==> src/design/spjq_pkg.sv <==
// Types and codes shared by the sorted job queue modules.
`default_nettype none
package spjq_pkg;

	// Operation codes carried on func.
	localparam logic FN_INSERT = 1'b0;
	localparam logic FN_REMOVE = 1'b1;

	// Result status codes.
	localparam logic [1:0] ST_DONE  = 2'd0;
	localparam logic [1:0] ST_FULL  = 2'd1;
	localparam logic [1:0] ST_EMPTY = 2'd2;

	localparam int unsigned CAP_W   = 5;
	localparam int unsigned COUNT_W = 5;
	localparam logic [CAP_W-1:0] CAP_RESET = 5'd16;

	typedef struct packed {
		logic        [15:0] id;
		logic        [15:0] size;
		logic        [7:0]  owner;
		logic signed [15:0] rank;
	} job_t;

	// Broadcast from the queue control to every cell.
	typedef struct packed {
		logic ins;
		logic rem;
		job_t job;
	} cell_ctl_t;

endpackage
`default_nettype wire

==> src/design/sorted_priority_job_queue.sv <==
// Top level of the sorted job priority queue: a row of compare-and-shift slots.
//
//  channel  | handshake              | payload
//  ---------+------------------------+-----------------------------------------------
//  in       | in_valid / in_ready    | func, job_id, job_size, job_owner, job_rank
//  out      | out_valid / out_ready  | status, out_id, out_size, out_owner, out_rank, count
//  cfg      | cfg_valid / cfg_ready  | cfg_data (capacity)
//
// Every operation's result beat is registered and appears the cycle after the input beat;
// a new input beat is taken each cycle unless a result beat is held. The cycle time is set
// by the rank compare broadcast to all DEPTH slots and the shift select in each slot.
// Reset empties the queue and sets capacity to 16; slot contents are not cleared.
// in_ready drops only while a result beat is held and out_ready is low.
`default_nettype none
module sorted_priority_job_queue #(
	parameter int unsigned DEPTH = 16
) (
	input  wire               clk,
	input  wire               arst_n,
	input  wire               in_valid,
	output logic              in_ready,
	input  wire               func,
	input  wire        [15:0] job_id,
	input  wire        [15:0] job_size,
	input  wire        [7:0]  job_owner,
	input  wire signed [15:0] job_rank,
	output logic              out_valid,
	input  wire               out_ready,
	output logic       [1:0]  status,
	output logic       [15:0] out_id,
	output logic       [15:0] out_size,
	output logic       [7:0]  out_owner,
	output logic signed [15:0] out_rank,
	output logic       [4:0]  count,
	input  wire               cfg_valid,
	output logic              cfg_ready,
	input  wire        [4:0]  cfg_data
);

	localparam int unsigned CW   = $clog2(DEPTH + 1);
	localparam int unsigned CMPW = (CW > spjq_pkg::CAP_W) ? CW : spjq_pkg::CAP_W;

	logic [spjq_pkg::CAP_W-1:0] capacity_q;
	logic [CW-1:0]              count_q;
	logic [CW-1:0]              count_next;
	logic                       out_valid_q;
	logic [1:0]                 status_q;
	spjq_pkg::job_t             out_job_q;
	logic [spjq_pkg::COUNT_W-1:0] out_count_q;

	logic [CMPW-1:0]            cnt_w;
	logic [CMPW-1:0]            cnt_next_w;
	logic                       accept;
	logic                       full;
	logic                       empty;
	logic                       do_ins;
	logic                       do_rem;
	logic [1:0]                 status_next;
	spjq_pkg::cell_ctl_t        ctl;

	logic [DEPTH-1:0]           keep;
	logic [DEPTH-1:0]           occupied;
	spjq_pkg::job_t             cell_job [DEPTH];

	assign cfg_ready = 1'b1;
	assign in_ready  = !out_valid_q || out_ready;
	assign accept    = in_valid && in_ready;

	assign cnt_w = CMPW'(count_q);
	assign full  = (cnt_w >= CMPW'(capacity_q)) || (cnt_w >= CMPW'(DEPTH));
	assign empty = (count_q == '0);

	assign do_ins = accept && (func == spjq_pkg::FN_INSERT) && !full;
	assign do_rem = accept && (func == spjq_pkg::FN_REMOVE) && !empty;

	always_comb begin
		count_next  = count_q;
		status_next = spjq_pkg::ST_DONE;
		if (do_ins) begin
			count_next = count_q + 1'b1;
		end else if (do_rem) begin
			count_next = count_q - 1'b1;
		end
		if (func == spjq_pkg::FN_INSERT) begin
			if (full) status_next = spjq_pkg::ST_FULL;
		end else begin
			if (empty) status_next = spjq_pkg::ST_EMPTY;
		end
	end

	assign cnt_next_w = CMPW'(count_next);

	always_comb begin
		ctl.ins       = do_ins;
		ctl.rem       = do_rem;
		ctl.job.id    = job_id;
		ctl.job.size  = job_size;
		ctl.job.owner = job_owner;
		ctl.job.rank  = job_rank;
	end

	for (genvar k = 0; k < DEPTH; k++) begin : g_cell
		spjq_pkg::job_t left_job;
		spjq_pkg::job_t right_job;
		logic           left_keep;

		assign occupied[k] = count_q > CW'(k);

		if (k == 0) begin : g_head
			assign left_keep = 1'b1;
			assign left_job  = ctl.job;
		end else begin : g_body
			assign left_keep = keep[k-1];
			assign left_job  = cell_job[k-1];
		end

		if (k == DEPTH - 1) begin : g_tail
			assign right_job = '0;
		end else begin : g_inner
			assign right_job = cell_job[k+1];
		end

		spjq_cell u_cell (
			.clk       (clk),
			.ctl       (ctl),
			.occupied  (occupied[k]),
			.left_keep (left_keep),
			.left_job  (left_job),
			.right_job (right_job),
			.keep      (keep[k]),
			.job       (cell_job[k])
		);
	end

	always_ff @(posedge clk or negedge arst_n) begin
		if (!arst_n) begin
			capacity_q  <= spjq_pkg::CAP_RESET;
			count_q     <= '0;
			out_valid_q <= 1'b0;
		end else begin
			if (cfg_valid && cfg_ready) capacity_q <= cfg_data;
			if (accept) begin
				count_q     <= count_next;
				out_valid_q <= 1'b1;
			end else if (out_ready) begin
				out_valid_q <= 1'b0;
			end
		end
	end

	always_ff @(posedge clk) begin
		if (accept) begin
			status_q    <= status_next;
			out_count_q <= cnt_next_w[spjq_pkg::COUNT_W-1:0];
			out_job_q   <= do_rem ? cell_job[0] : '0;
		end
	end

	assign out_valid = out_valid_q;
	assign status    = status_q;
	assign out_id    = out_job_q.id;
	assign out_size  = out_job_q.size;
	assign out_owner = out_job_q.owner;
	assign out_rank  = out_job_q.rank;
	assign count     = out_count_q;

	// The stored count never exceeds the number of slots.
	a_count_bound: assert property (@(posedge clk) disable iff (!arst_n)
		CMPW'(count_q) <= CMPW'(DEPTH))
		else $error("queue count beyond depth");

	// A refused insert reports full and leaves the count alone.
	a_full_refuse: assert property (@(posedge clk) disable iff (!arst_n)
		(accept && func == spjq_pkg::FN_INSERT && full)
		|=> (status_q == spjq_pkg::ST_FULL) && $stable(count_q))
		else $error("refused insert changed the queue");

	// A remove from a non-empty queue takes exactly one job out.
	a_remove_count: assert property (@(posedge clk) disable iff (!arst_n)
		(accept && func == spjq_pkg::FN_REMOVE && !empty)
		|=> (count_q == $past(count_q) - 1'b1) && (status_q == spjq_pkg::ST_DONE))
		else $error("remove did not shrink the queue by one");

endmodule
`default_nettype wire

==> src/design/spjq_cell.sv <==
// One queue slot: holds a job, compares it with the incoming rank, shifts with its neighbors.
`default_nettype none
module spjq_cell (
	input  wire                 clk,
	input  spjq_pkg::cell_ctl_t ctl,
	input  wire                 occupied,
	input  wire                 left_keep,
	input  spjq_pkg::job_t      left_job,
	input  spjq_pkg::job_t      right_job,
	output logic                keep,
	output spjq_pkg::job_t      job
);

	spjq_pkg::job_t job_q;

	// A stored job stays in place when it ranks at or above the new job.
	assign keep = occupied && ($signed(job_q.rank) >= $signed(ctl.job.rank));
	assign job  = job_q;

	always_ff @(posedge clk) begin
		if (ctl.ins && !keep) begin
			// The first slot that does not keep takes the new job; later ones shift down.
			job_q <= left_keep ? ctl.job : left_job;
		end else if (ctl.rem) begin
			job_q <= right_job;
		end
	end

endmodule
`default_nettype wire

==> config.mk <==
export PLATFORM = sky130hd
export DESIGN_NAME = sorted_priority_job_queue
export DESIGN_NICKNAME = d
export VERILOG_FILES = /design/src/design/spjq_pkg.sv /design/src/design/sorted_priority_job_queue.sv /design/src/design/spjq_cell.sv
export SDC_FILE = /design/constraint.sdc
export NUM_CORES = 2
export LEC_CHECK = 0
export ABC_AREA = 1
export ABC_CLOCK_PERIOD_IN_PS = 4500
export BUFFER_PORTS_ARGS = -buffer_cell sky130_fd_sc_hd__buf_4
export CORE_MARGIN = 2
export CORE_UTILIZATION = 25
export DETAILED_ROUTE_END_ITERATION = 8
export PLACE_DENSITY = 0.5
export SETUP_SLACK_MARGIN = 0.1
export SYNTH_ARGS = -nofsm -noshare
export SYNTH_HDL_FRONTEND = slang
export SYNTH_HIERARCHICAL = 1
export SYNTH_SLANG_ARGS = --single-unit
export TNS_END_PERCENT = 10
==> constraint.sdc <==
create_clock -name clk -period 4.5 [get_ports clk]
set_input_delay 0.45 -clock clk [delete_from_list [all_inputs] [get_ports clk]]
set_output_delay 0.45 -clock clk [all_outputs]
set_load 0.02 [all_outputs]
==> results.txt <==
The run finished with clean final reports. For this run, the number of Yosys warnings is 6. For the final non-filler cell area, the log shows 69270 µm². Subtracting the final worst setup slack from the clock period gives 3.564 ns. The most numerous cell type found on the critical path is sky130_fd_sc_hd__nand2_2. The number of buffers and inverters on the critical path is 3. The die covers 250700 µm².

TritonCTS built the clock tree. For the final max-slew violation count, the log shows 0. For the area of placed instances, the log shows 65550 µm². The upper clock frequency limit is 280.6 MHz. The critical path goes through inv_1 -> ha_1 -> o21ai_1 -> nand3_2 -> inv_8 -> nand2_2 -> nand2_2 -> buf_4. In the routed layout, each cell is associated on average with a via count of 4.499.

The setup violation total in the final timing report was 0. Horizontal die dimension: 500.7 µm. Setup repair after global routing left no endpoint under its margin.

The type of the worst setup path is register to register. The power density over the cells works out to 525.9 nW/µm². The cell type of the slowest stage on the worst timing path was sky130_fd_sc_hd__dfrtp_1. The core area was 245700 µm². The worst setup path is captured at a register. The final route contains 45820 vias. Summed over all layers, the routed wires come to 167000 µm. IR analysis of the VDD net gives a maximum drop of 300.8 µV. The relative slew slack was 0.3831; the H-tree depth reported by CTS was 3. The number of max-cap violations was 0; the routed length per instance was 16.40 µm. The post-synth design cell area is 61670 µm², and the CTS sink count is 970. For the worst-skew pair, the clock arrives at the later sink with an insertion delay of 0.77 ns. Leakage power: 0.02989 µW.

Starting utilization of the core area: 0.2510. For the cell row count, the log shows 182. For the worst setup path, the data required time is 4.87 ns.

For the number of design rule violations left after detail routing, the log shows 0. TritonCTS created 113 clock buffers. The slew at the pin with the worst max-slew slack was 0.9232 ns.

The pin count of the biggest net entering global routing was 167. The number of hold-slack violations in the final timing report came out at 0. The overall global routing resource usage was 0.1297; the count of filler cells inserted in the layout was 26040. The number of gates resized after CTS was 0. The number of global-route vias before repair is 45940, and the final weighted congestion in routability-driven placement is 0.8089.

The initial antenna violation count came out at 7. The run gives 0.2819 as the core occupancy in the finished layout. The signed area change from the synthesized netlist to the final layout was 12.32%. The maximum fanout count along the critical path works out to 56.

For this design the top-level I/O count stands at 133. The clock transition at the register clock pins on the worst setup and hold paths after CTS is 0.06 ns. Broken down by cell family, the worst path's largest delay share belongs to buffers and inverters. Each instance of the synthesized netlist takes up on average 8.990 µm².

For the final routed database, the setup TNS stands at 0 ns. Path class of the lowest-slack min-delay path: primary input to register. In this run the post-CTS setup repair buffer count came out at 0. The wire length of the first global-routing pass was 265700 µm. The pre-antenna-repair detailed-routing pass consisted of 6 iterations.

The clock passes through at most 3 buffers. Cell at the root of the clock tree: sky130_fd_sc_hd__clkbuf_16. For the count of nets after finishing, the log shows 7199. STA classifies the critical path startpoint as a register. The layout cell share with drive strength beyond 1 was 0.1734; the final period utilization was 0.7921. In this design, the stage delay of the slowest critical-path cell is 0.52 ns.

The tools report the critical path arrival as 3.94 ns. The count of port buffers added during placement is 131, and the clock tree skew after final layout is 0.08101 ns. Summed over all nets, the half-perimeter wirelength after detailed placement is 120100 µm. Global routing finished with a remaining overflow of 0.

Synthesis produced a netlist whose cell count is 6860. From bottom edge to top edge, the die measures 500.7 µm. The detailed router finished its first iteration with 3366 violations.

The tools report the remaining antenna violation count after routing as 0.
## final cells by class
| class | instances | area (µm²) | share of cell area |
|---|---|---|---|
| Antenna cell | 5 | 12.51 | 0.0001806 |
| Tap cell | 3220 | 4029 | 0.05816 |
| Multi-Input combinational cell | 4991 | 28310 | 0.4087 |
| Clock buffer | 144 | 2954 | 0.04264 |
| Inverter | 528 | 1989 | 0.02872 |
| Sequential cell | 970 | 29070 | 0.4197 |
| Clock inverter | 64 | 596.8 | 0.008615 |
| Timing Repair Buffer | 262 | 2307 | 0.03331 |
## routing by layer
layer / up-vias / routed length [µm] / GRT usage
li1: 23080 / - / -
met1: 21430 / 86250 / 0.1957
met2: 1146 / 70140 / 0.1968
met3: 152 / 8111 / 0.01483
met4: 4 / 2522 / 0.02830
met5: - / 18 / 0
## timing repair
action | in CTS | in global routing
endpoints found under the setup margin | 0 | 0
hold buffers | 16 | 0
hold endpoints to repair | 17 | 0
## path summary, 6_finish.rpt
| kind | from | end | slack [ns] | cells after the start |
|---|---|---|---|---|
| max in group asynchronous | arst_n | capacity_q[4] | 4.11 | 2 |
| max | cnt_w[0] | g_cell[2].u_cell/job[10] | 0.94 | 8 |
| min in group asynchronous | arst_n | cnt_w[0] | 0.16 | 2 |
| max reg2reg | cnt_w[0] | g_cell[2].u_cell/job[10] | 0.94 | 8 |
| min | func | status[0] | 0.09 | 2 |
| min reg2reg | g_cell[15].u_cell/job[48] | g_cell[14].u_cell/job[48] | 0.51 | 2 |
## flip-flops by register name, indices dropped and copies added (netlist names), 2 cells and up
name	flops
out_size	16
count	5
capacity_q	5
out_rank	16
out_owner	8
cnt_w	5
out_id	16
g_cell.u_cell/job	896
status	2
## layout by cell type, fill, tap and decap left out, types with 30 or more instances in the layout
master and count:
sky130_fd_sc_hd__a21oi_1 323, sky130_fd_sc_hd__buf_4 222, sky130_fd_sc_hd__clkbuf_1 30, sky130_fd_sc_hd__clkbuf_16 113, sky130_fd_sc_hd__conb_1 58, sky130_fd_sc_hd__edfxtp_1 959
sky130_fd_sc_hd__ha_1 266, sky130_fd_sc_hd__inv_1 510, sky130_fd_sc_hd__mux2_2 657, sky130_fd_sc_hd__nand2_1 2249, sky130_fd_sc_hd__nand2_2 49, sky130_fd_sc_hd__nand3_1 966
sky130_fd_sc_hd__nand4_1 39, sky130_fd_sc_hd__nor2_1 287, sky130_fd_sc_hd__nor2_2 35, sky130_fd_sc_hd__nor2_4 42
## where the power goes
part,internal (µW),switching [µW],total (µW)
clock,5000,3930,8930
sequential,12500,1070,13600
combinational,5280,8650,13900
total,22800,13600,36400
## worst reg2reg max path, cell delays in order, from the launching register on
cell                      delay, ns
sky130_fd_sc_hd__dfrtp_1       0.52
sky130_fd_sc_hd__inv_1         0.23
sky130_fd_sc_hd__ha_1          0.32
sky130_fd_sc_hd__o21ai_1       0.41
sky130_fd_sc_hd__nand3_2       0.33
sky130_fd_sc_hd__inv_8         0.45
sky130_fd_sc_hd__nand2_2       0.17
sky130_fd_sc_hd__nand2_2       0.42
sky130_fd_sc_hd__buf_4         0.37
## through the flow
stage | power (µW) | cells | setup WS (ns) | hold WS (ns)
5_1_grt | 38950 | 10180 | 0.6531 | 0.06699
3_5_place_dp | 27700 | 9955 | 0.8033 | 0.3019
3_3_place_gp | 27480 | 9955 | 0.8153 | 0.3007
4_1_cts | 36890 | 10180 | 0.9294 | 0.03071
6_report | 36430 | 10180 | 0.9357 | 0.09290
2_1_floorplan | 24310 | 6916 | 0.1833 | 0.1544
No activity file was read; power rests on OpenSTA's default activity.
